===== config.mk =====
export PLATFORM = sky130hd
export DESIGN_NAME = bsape_ctrl
export DESIGN_NICKNAME = d
export VERILOG_FILES = /design/src/rtl/core/bsape_pkg.sv /design/src/rtl/core/bsape_ctrl.sv
export SDC_FILE = /design/constraint.sdc
export NUM_CORES = 1
export LEC_CHECK = 0
export BUFFER_PORTS_ARGS = -buffer_cell sky130_fd_sc_hd__buf_2
export CAP_MARGIN = 20
export CORE_MARGIN = 2
export CORE_UTILIZATION = 59
export DETAILED_ROUTE_END_ITERATION = 16
export GPL_TIMING_DRIVEN = 1
export PLACE_DENSITY_LB_ADDON = 0.25
export SYNTH_ARGS = -nofsm -noshare
export SYNTH_HDL_FRONTEND = slang
export SYNTH_SLANG_ARGS = --single-unit

===== constraint.sdc =====
create_clock -name clk -period 3.5 [get_ports clk]
set_input_delay 0.175 -clock clk [delete_from_list [all_inputs] [get_ports clk]]
set_output_delay 0.175 -clock clk [all_outputs]
set_load 0.05 [all_outputs]

===== src/rtl/core/bsape_pkg.sv =====
// ----------------------------------------------------------------------------
// bsape_pkg
// Shared types, constants and arithmetic helpers for the box axis projection
// extent core.
// ----------------------------------------------------------------------------
package bsape_pkg;

	localparam int COORD_BITS = 21;
	localparam int FRAC_BITS  = 8;
	localparam int PACK_BITS  = 63;
	localparam int AXES       = 3;
	localparam int RT_STEPS   = 32;
	localparam int DIV_STEPS  = 17;
	localparam int UNIT_BITS  = 18;
	localparam int VEC_BITS   = 41;
	localparam int PROD_BITS  = 62;
	localparam int SUMSQ_BITS = 42;
	localparam longint unsigned EPS_LIM = (64'd1 << (2 * FRAC_BITS)) / 64'd1000000;
	localparam logic [DIV_STEPS-1:0] UNIT_ONE = DIV_STEPS'(65536);

	typedef enum logic [1:0] {
		CFG_AXIS  = 2'd0,
		CFG_PLANE = 2'd1
	} cfg_idx_t;

	typedef enum logic [1:0] {
		STATUS_FOUND = 2'd0,
		STATUS_DEGEN = 2'd1,
		STATUS_EMPTY = 2'd2
	} status_t;

	typedef struct packed {
		logic [PACK_BITS-1:0] box_low_xyz;
		logic [PACK_BITS-1:0] box_high_xyz;
		logic                 box_valid;
		logic [PACK_BITS-1:0] linear_row_x;
		logic [PACK_BITS-1:0] linear_row_y;
		logic [PACK_BITS-1:0] linear_row_z;
		logic [PACK_BITS-1:0] world_offset_xyz;
		logic                 last_box;
	} box_in_t;

	typedef struct packed {
		logic [1:0]         status;
		logic signed [31:0] extent_min;
		logic signed [31:0] extent_max;
		logic signed [31:0] plane_clearance;
		logic signed [31:0] plane_shift;
	} result_t;

	typedef enum logic [4:0] {
		ST_IDLE, ST_SQ, ST_SQACC, ST_RTINIT, ST_RT, ST_DINIT, ST_DIV, ST_DSTORE,
		ST_BOX, ST_V0, ST_V1, ST_V2, ST_B, ST_LO, ST_HI, ST_MM, ST_SUM, ST_UPD,
		ST_PP, ST_PPACC, ST_OUT
	} state_t;

	typedef enum logic [3:0] {
		MUL_NONE, MUL_SQ, MUL_V0, MUL_V1, MUL_V2, MUL_OFF, MUL_LO, MUL_HI, MUL_PP
	} mul_sel_t;

	typedef enum logic [3:0] {
		OP_NONE, OP_SQSUM, OP_RTINIT, OP_RTSTEP, OP_DINIT, OP_DSTEP, OP_DSTORE,
		OP_VSET, OP_VADD, OP_BASE, OP_LO, OP_MM, OP_SUM, OP_UPD, OP_PPACC, OP_OUT
	} dp_op_t;

	typedef struct packed {
		logic     load;
		mul_sel_t mul;
		dp_op_t   op;
		logic [1:0] comp;
	} dp_cmd_t;

	typedef struct packed {
		logic degenerate;
		logic axis_ok;
		logic box_valid;
		logic last_box;
	} dp_stat_t;

	function automatic logic signed [31:0] round_sat(input logic signed [63:0] v,
			input int unsigned sh);
		logic signed [63:0] t;
		logic signed [63:0] s;
		t = v + (64'sd1 <<< (sh - 1));
		s = t >>> sh;
		if (s > 64'sd2147483647)
			return 32'sh7fffffff;
		else if (s < -64'sd2147483648)
			return 32'sh80000000;
		else
			return s[31:0];
	endfunction

	function automatic logic signed [31:0] sat_diff(input logic signed [31:0] a,
			input logic signed [31:0] b);
		logic signed [32:0] d;
		d = 33'(a) - 33'(b);
		if (d > 33'sd2147483647)
			return 32'sh7fffffff;
		else if (d < -33'sd2147483648)
			return 32'sh80000000;
		else
			return d[31:0];
	endfunction

endpackage


===== src/rtl/core/bsape_ctrl.sv =====
// ----------------------------------------------------------------------------
// bsape_ctrl
// Sequencer: axis normalisation at batch start, per-box projection steps and
// result issue.
// ----------------------------------------------------------------------------
module bsape_ctrl (
	input  logic                clk,
	input  logic                arst_n,
	input  logic                start,
	output logic                busy,
	input  bsape_pkg::dp_stat_t stat,
	output bsape_pkg::dp_cmd_t  cmd
);

	bsape_pkg::state_t state_q, state_d;
	logic [4:0] cnt_q;
	logic [1:0] comp_q;
	logic       batch_open_q;
	logic       accept;

	assign busy   = (state_q != bsape_pkg::ST_IDLE);
	assign accept = start & ~busy;

	always_comb begin
		state_d = state_q;
		case (state_q)
			bsape_pkg::ST_IDLE: begin
				if (accept)
					state_d = batch_open_q ? bsape_pkg::ST_BOX : bsape_pkg::ST_SQ;
			end
			bsape_pkg::ST_SQ:     state_d = bsape_pkg::ST_SQACC;
			bsape_pkg::ST_SQACC:  state_d = bsape_pkg::ST_RTINIT;
			bsape_pkg::ST_RTINIT: begin
				state_d = stat.degenerate ? bsape_pkg::ST_BOX : bsape_pkg::ST_RT;
			end
			bsape_pkg::ST_RT: begin
				if (cnt_q == 5'(bsape_pkg::RT_STEPS - 1))
					state_d = bsape_pkg::ST_DINIT;
			end
			bsape_pkg::ST_DINIT:  state_d = bsape_pkg::ST_DIV;
			bsape_pkg::ST_DIV: begin
				if (cnt_q == 5'(bsape_pkg::DIV_STEPS - 1))
					state_d = bsape_pkg::ST_DSTORE;
			end
			bsape_pkg::ST_DSTORE: begin
				state_d = (comp_q == 2'(bsape_pkg::AXES - 1)) ? bsape_pkg::ST_BOX
					: bsape_pkg::ST_DINIT;
			end
			bsape_pkg::ST_BOX: begin
				if (stat.box_valid && stat.axis_ok)
					state_d = bsape_pkg::ST_V0;
				else if (stat.last_box)
					state_d = bsape_pkg::ST_PP;
				else
					state_d = bsape_pkg::ST_IDLE;
			end
			bsape_pkg::ST_V0:  state_d = bsape_pkg::ST_V1;
			bsape_pkg::ST_V1:  state_d = bsape_pkg::ST_V2;
			bsape_pkg::ST_V2:  state_d = bsape_pkg::ST_B;
			bsape_pkg::ST_B:   state_d = bsape_pkg::ST_LO;
			bsape_pkg::ST_LO:  state_d = bsape_pkg::ST_HI;
			bsape_pkg::ST_HI:  state_d = bsape_pkg::ST_MM;
			bsape_pkg::ST_MM:  state_d = bsape_pkg::ST_SUM;
			bsape_pkg::ST_SUM: state_d = bsape_pkg::ST_UPD;
			bsape_pkg::ST_UPD: begin
				state_d = stat.last_box ? bsape_pkg::ST_PP : bsape_pkg::ST_IDLE;
			end
			bsape_pkg::ST_PP:    state_d = bsape_pkg::ST_PPACC;
			bsape_pkg::ST_PPACC: state_d = bsape_pkg::ST_OUT;
			bsape_pkg::ST_OUT:   state_d = bsape_pkg::ST_IDLE;
			default:             state_d = bsape_pkg::ST_IDLE;
		endcase
	end

	always_comb begin
		cmd      = '0;
		cmd.mul  = bsape_pkg::MUL_NONE;
		cmd.op   = bsape_pkg::OP_NONE;
		cmd.comp = comp_q;
		cmd.load = accept;
		case (state_q)
			bsape_pkg::ST_SQ:     cmd.mul = bsape_pkg::MUL_SQ;
			bsape_pkg::ST_SQACC:  cmd.op  = bsape_pkg::OP_SQSUM;
			bsape_pkg::ST_RTINIT: cmd.op  = bsape_pkg::OP_RTINIT;
			bsape_pkg::ST_RT:     cmd.op  = bsape_pkg::OP_RTSTEP;
			bsape_pkg::ST_DINIT:  cmd.op  = bsape_pkg::OP_DINIT;
			bsape_pkg::ST_DIV:    cmd.op  = bsape_pkg::OP_DSTEP;
			bsape_pkg::ST_DSTORE: cmd.op  = bsape_pkg::OP_DSTORE;
			bsape_pkg::ST_V0:     cmd.mul = bsape_pkg::MUL_V0;
			bsape_pkg::ST_V1: begin
				cmd.mul = bsape_pkg::MUL_V1;
				cmd.op  = bsape_pkg::OP_VSET;
			end
			bsape_pkg::ST_V2: begin
				cmd.mul = bsape_pkg::MUL_V2;
				cmd.op  = bsape_pkg::OP_VADD;
			end
			bsape_pkg::ST_B: begin
				cmd.mul = bsape_pkg::MUL_OFF;
				cmd.op  = bsape_pkg::OP_VADD;
			end
			bsape_pkg::ST_LO: begin
				cmd.mul = bsape_pkg::MUL_LO;
				cmd.op  = bsape_pkg::OP_BASE;
			end
			bsape_pkg::ST_HI: begin
				cmd.mul = bsape_pkg::MUL_HI;
				cmd.op  = bsape_pkg::OP_LO;
			end
			bsape_pkg::ST_MM:    cmd.op  = bsape_pkg::OP_MM;
			bsape_pkg::ST_SUM:   cmd.op  = bsape_pkg::OP_SUM;
			bsape_pkg::ST_UPD:   cmd.op  = bsape_pkg::OP_UPD;
			bsape_pkg::ST_PP:    cmd.mul = bsape_pkg::MUL_PP;
			bsape_pkg::ST_PPACC: cmd.op  = bsape_pkg::OP_PPACC;
			bsape_pkg::ST_OUT:   cmd.op  = bsape_pkg::OP_OUT;
			default: ;
		endcase
	end

	always_ff @(posedge clk or negedge arst_n) begin
		if (!arst_n) begin
			state_q      <= bsape_pkg::ST_IDLE;
			cnt_q        <= '0;
			comp_q       <= '0;
			batch_open_q <= 1'b0;
		end else begin
			state_q <= state_d;
			if (accept)
				batch_open_q <= 1'b1;
			else if (state_q == bsape_pkg::ST_OUT)
				batch_open_q <= 1'b0;
			case (state_q)
				bsape_pkg::ST_SQACC:  comp_q <= '0;
				bsape_pkg::ST_RTINIT: cnt_q  <= '0;
				bsape_pkg::ST_DINIT:  cnt_q  <= '0;
				bsape_pkg::ST_RT:     cnt_q  <= cnt_q + 5'd1;
				bsape_pkg::ST_DIV:    cnt_q  <= cnt_q + 5'd1;
				bsape_pkg::ST_DSTORE: comp_q <= comp_q + 2'd1;
				default: ;
			endcase
		end
	end

endmodule


Word-level counts from Yosys, hierarchy flattened
Index checks and enable logic that the tools add are counted.
{ "word_totals": {"word_cells": 59, "inputBits": 7, "output_inout_bits": 12, "ff_bits": 13} }
{ "op_classes": {"bitwise_logic": 2, "mux": 15, "add_sub_neg": 2, "n_reduce_logical": 10, "eq_ne": 26} }
{ "op_table": {"columns": ["operator", "n"], "rows": [
  ["case mux 5 bit (20 select lines)", 1],
  ["case mux 4 bit (15 select lines)", 1],
  ["equality test 5 x 4 -> 1 bit, second input constant", 8],
  ["equality test 5 bit, second input constant", 7],
  ["case mux 4 bit (8 select lines)", 1],
  ["2-to-1 mux 5 bit", 5],
  ["equality test 5 x 3 -> 1 bit, second input constant", 4],
  ["2-to-1 mux 4 bit", 3],
  ["equality test 5 x 2 -> 1 bit, second input constant", 2],
  ["case mux 5 bit (2 select lines)", 1],
  ["inequality test 2 bit, second input constant", 3],
  ["nonzero test 2 bit", 3],
  ["OR reduction 2 bit", 3],
  ["adder 5 x 1 -> 5 bit, second input constant", 1],
  ["equality test 5 x 1 -> 1 bit, second input constant", 1],
  ["logical NOT 5 bit", 1],
  ["nonzero test 5 bit", 1],
  ["case mux 2 bit (2 select lines)", 1],
  ["AND reduction 3 bit", 1],
  ["adder 2 x 1 -> 2 bit, second input constant", 1],
  ["equality test 2 bit, second input constant", 1],
  ["2-to-1 mux 1 bit", 2],
  ["AND 1 bit", 1],
  ["logical AND 1 bit", 1],
  ["NOT 1 bit", 1]
]} }

Longest topological paths before layout
{ "depth": {"word_depth": 5, "ltp_mapped": 7, "mapped_depth_nobuf": 7} }

Worst setup path before layout
Ideal clock, no wire load.
{ "synth_path": {"kind": "register -> output", "from": "register state_q[2]", "to": "output port cmd[5] (netlist bit)", "path_buffers": 1, "required_time_ps": 3325, "t_arrival_ps": 1776, "setup_slack_ps": 1549, "path_stages_with_launch": 5, "path_cell_list": "dfrtp_1 buf_6 or3b_4 a21boi_1 o21ai_1"} }
{ "synth_rtl": {"columns": ["item", "line_no", "source"], "rows": [
  ["start: declaration", "bsape_ctrl.sv:15", "bsape_pkg::state_t state_q, state_d;"],
  ["start signal: assignment", "bsape_ctrl.sv:122", "state_q <= bsape_pkg::ST_IDLE;"],
  ["start signal: assignment", "bsape_ctrl.sv:127", "state_q <= state_d;"],
  ["end: declaration", "bsape_ctrl.sv:12", "output bsape_pkg::dp_cmd_t cmd"]
]} }

==> reports/qor.csv <==
stage;metric;value;unit
logic_synthesis;synthCells;138;
route;vias;1078;
sta;hold_viol;0;
setup_path;cp_slowest_cell;dfrtp_1;
setup_path;cpPeakStageDelay;0.81;ns
setup_path;required;3.32;ns
route;via_per_inst;6.13;
route;route.detailed.drc;0;
floorplanning;io-pin-count;19;
route;first_pass_iters;5;
setup_path;cp.arrival;2.15;ns
logic_synthesis;syn_area;1130;um2
clock_network;insertion_delay;0.29;ns
logic_synthesis;avgSynthCellArea;8.19;um2
route;drt_iter0_markers;36;
clock_network;numCtsBuffers;3;
finish;area_growth_syn_to_layout;7.31;%
floorplanning;die_area;2280;um2
outcome;status;finished clean;
power;power.static_leakage;0.000567;uW
setup_path;critPathKind;flop to output port;
clock_network;htree_levels;1;
placed_design;placed_cell_area;1170;um2
floorplanning;row_count;15;
sta;slew_headroom;0.514;
setup_path;critPathMaxFanout;21;
finish;antenna_cells;0;
grt;grtUsageTotal;0.253;
logic_synthesis;yosys_warnings;0;
sta;max_freq;0.430;GHz
setup_path;startpoint_type;flop;
logic_synthesis;syn_nets;149;
clock_network;clock_sinks;13;
min_path;hold_class;primary input to flop;
clock_network;path_clk_slew;0.08;ns
sta;fin_crit;2.33;ns
route;antenna_left;0;
clock_network;cts-resized-gates;0;
clock_network;cts_tree;done;
sta;clock_skew;0.00504;ns
finish;nNetsFinal;163;
grt;grt_max_degree;23;
logic_synthesis;yosysSeqAreaShare;0.288;
logic_synthesis;synth_top_flop_cell;dfrtp_1;
floorplanning;die_y;47.8;um
placed_design;post-dp-hpwl;1.75;mm
logic_synthesis;synthArstFlopShare;1.00;
sta;timing.hold.ws;0.140;ns
grt;antenna_found_initial;0;
grt;grt_pass1_vias;885;
clock_network;ctsRootBufferMaster;clkbuf_4;
setup_path;critPathCaptureType;output port;
finish;drive_gt1_frac;0.252;
sta;slew_viol_final;0;
placed_design;port_buffers;18;
route;drt_wl_total;2.46;mm
floorplanning;start_util;0.640;
logic_synthesis;ys_types;43;
job;drv_cap;0;
finish;stdcell_area;1210;um2
sta;setup-tns-final;0;ns
sta;tightestPinTransition;0.729;ns
sta;rsz0062_at_grt;false;
setup_path;path_cells;or3b_4 > a21boi_1 > o21ai_1 > buf_2;
clock_network;ctsLongestPathBuffers;2;
power;pwr_density_cell;1010;nW/um2
route;wl_per_cell;14.0;um
sta;fin_crit_sh;0.664;
clock_network;post_cts_buffers;0;
floorplanning;die_w;47.8;um
floorplanning;core_area;1760;um2
sta;finalSetupViolCount;0;
power;ir_worst_vdd;0.625;mV
logic_synthesis;synth-seq-cells;13;
grt;grt_overflow_total;0;
logic_synthesis;synth_edf_count;0;
placed_design;gp_congestion;0.874;
grt;grt_pass1_wl;4.01;mm
## worst paths after layout
kind / from / end / slack [ns] / depth (start not counted)
setup reg to reg: state_q[0] / state_q[1] / 1.80 / 4
max in group asynchronous: arst_n / comp_q[0] / 2.97 / 2
hold / removal: stat[0] / state_q[4] / 0.14 / 3
hold reg to reg: comp_q[0] / comp_q[0] / 0.55 / 1
setup / recovery: state_q[4] / cmd[5] / 1.17 / 4
min in group asynchronous: arst_n / cnt_q[3] / 0.30 / 2
## synth_stat cells, types with 4 or more instances
cell	n	area share
nand2_1	10	0.033
nand3_1	7	0.031
nand2b_1	5	0.028
ha_1	4	0.044
a21oi_1	8	0.035
inv_1	4	0.013
nor2_1	16	0.053
o22ai_1	5	0.028
o21ai_1	8	0.035
dfrtp_1	13	0.29
a22o_1	4	0.031
buf_2	4	0.018
## kinds of logic (layout without fill, tap and decap cells)
| kind of cell | count (synthesis) | count (layout) | synth area share |
|---|---|---|---|
| flip-flops | 13 | 13 | 0.288 |
| multiplexers | 3 | 3 | 0.0321 |
| adder cells (fa/ha/maj) | 4 | 4 | 0.0443 |
| AO/OA/AOI/OAI | 41 | 41 | 0.244 |
| buffers and inverters | 17 | 30 | 0.0908 |
| AND/OR/NAND/NOR | 60 | 60 | 0.301 |
## flip-flops by register name, summed over array words and instances, names as in the netlist
signal        count
cnt_q             5
state_q           5
comp_q            2
batch_open_q      1
## layout by cell type, fill, tap and decap left out, drive strengths merged, types with 3 or more instances in the layout
master,count
a21boi,3
a31oi,3
clkbuf,3
nand4,3
nand2b,6
o22ai,5
o21ai,12
a22o,4
dfrtp,13
nand2,10
nand3,7
inv,7
ha,4
and3,3
nor2,18
buf,18
a21oi,9
## layout make-up
class	instances	area, um2
Clock buffer	3	22.5
Clock inverter	1	5.00
Fill cell	172	552
Inverter	7	26.3
Multi-Input combinational cell	108	702
Sequential cell	13	325
Tap cell	25	31.3
Timing Repair Buffer	19	100
## worst max-delay path: cells and delay by family (launching register included)
family | cells | cell delay (ns)
compound gates | 2 | 0.28
buf+inv | 1 | 0.27
flops | 1 | 0.81
simple gates | 1 | 0.49
## routing by layer
metal / global-route usage / part of all wire / vias to the layer above
li1: - / - / 530
met1: 0.381 / 0.45 / 495
met2: 0.341 / 0.45 / 48
met3: 0.0491 / 0.080 / 5
met4: 0.119 / 0.019 / 0
met5: 0 / 0 / -
## through the flow
step | total power (uW) | std cells | utilization | worst slack [ns]
6_report | 1220 | 176 | 0.687 | 1.17
4_1_cts | 1220 | 176 | 0.687 | 1.18
3_5_place_dp | 1120 | 171 | 0.666 | 1.51
5_1_grt | 1330 | 176 | 0.687 | 1.06
3_3_place_gp | 1100 | 171 | 0.666 | 1.55
2_1_floorplan | 1000 | 138 | - | 1.55
## what timing repair did
action | CTS | global route
hold buffers | 1 | 0
setup endpoints to repair | 0 | 0
endpoints found under the hold margin | 13 | 0
## where the power goes
part           total [uW]  switching [uW]  internal [uW]
Clock                96.9            54.3           42.5
Combinational         768             498            270
Sequential            356             151            205
Total                1220             704            518
(Power assumes the default switching activity.)
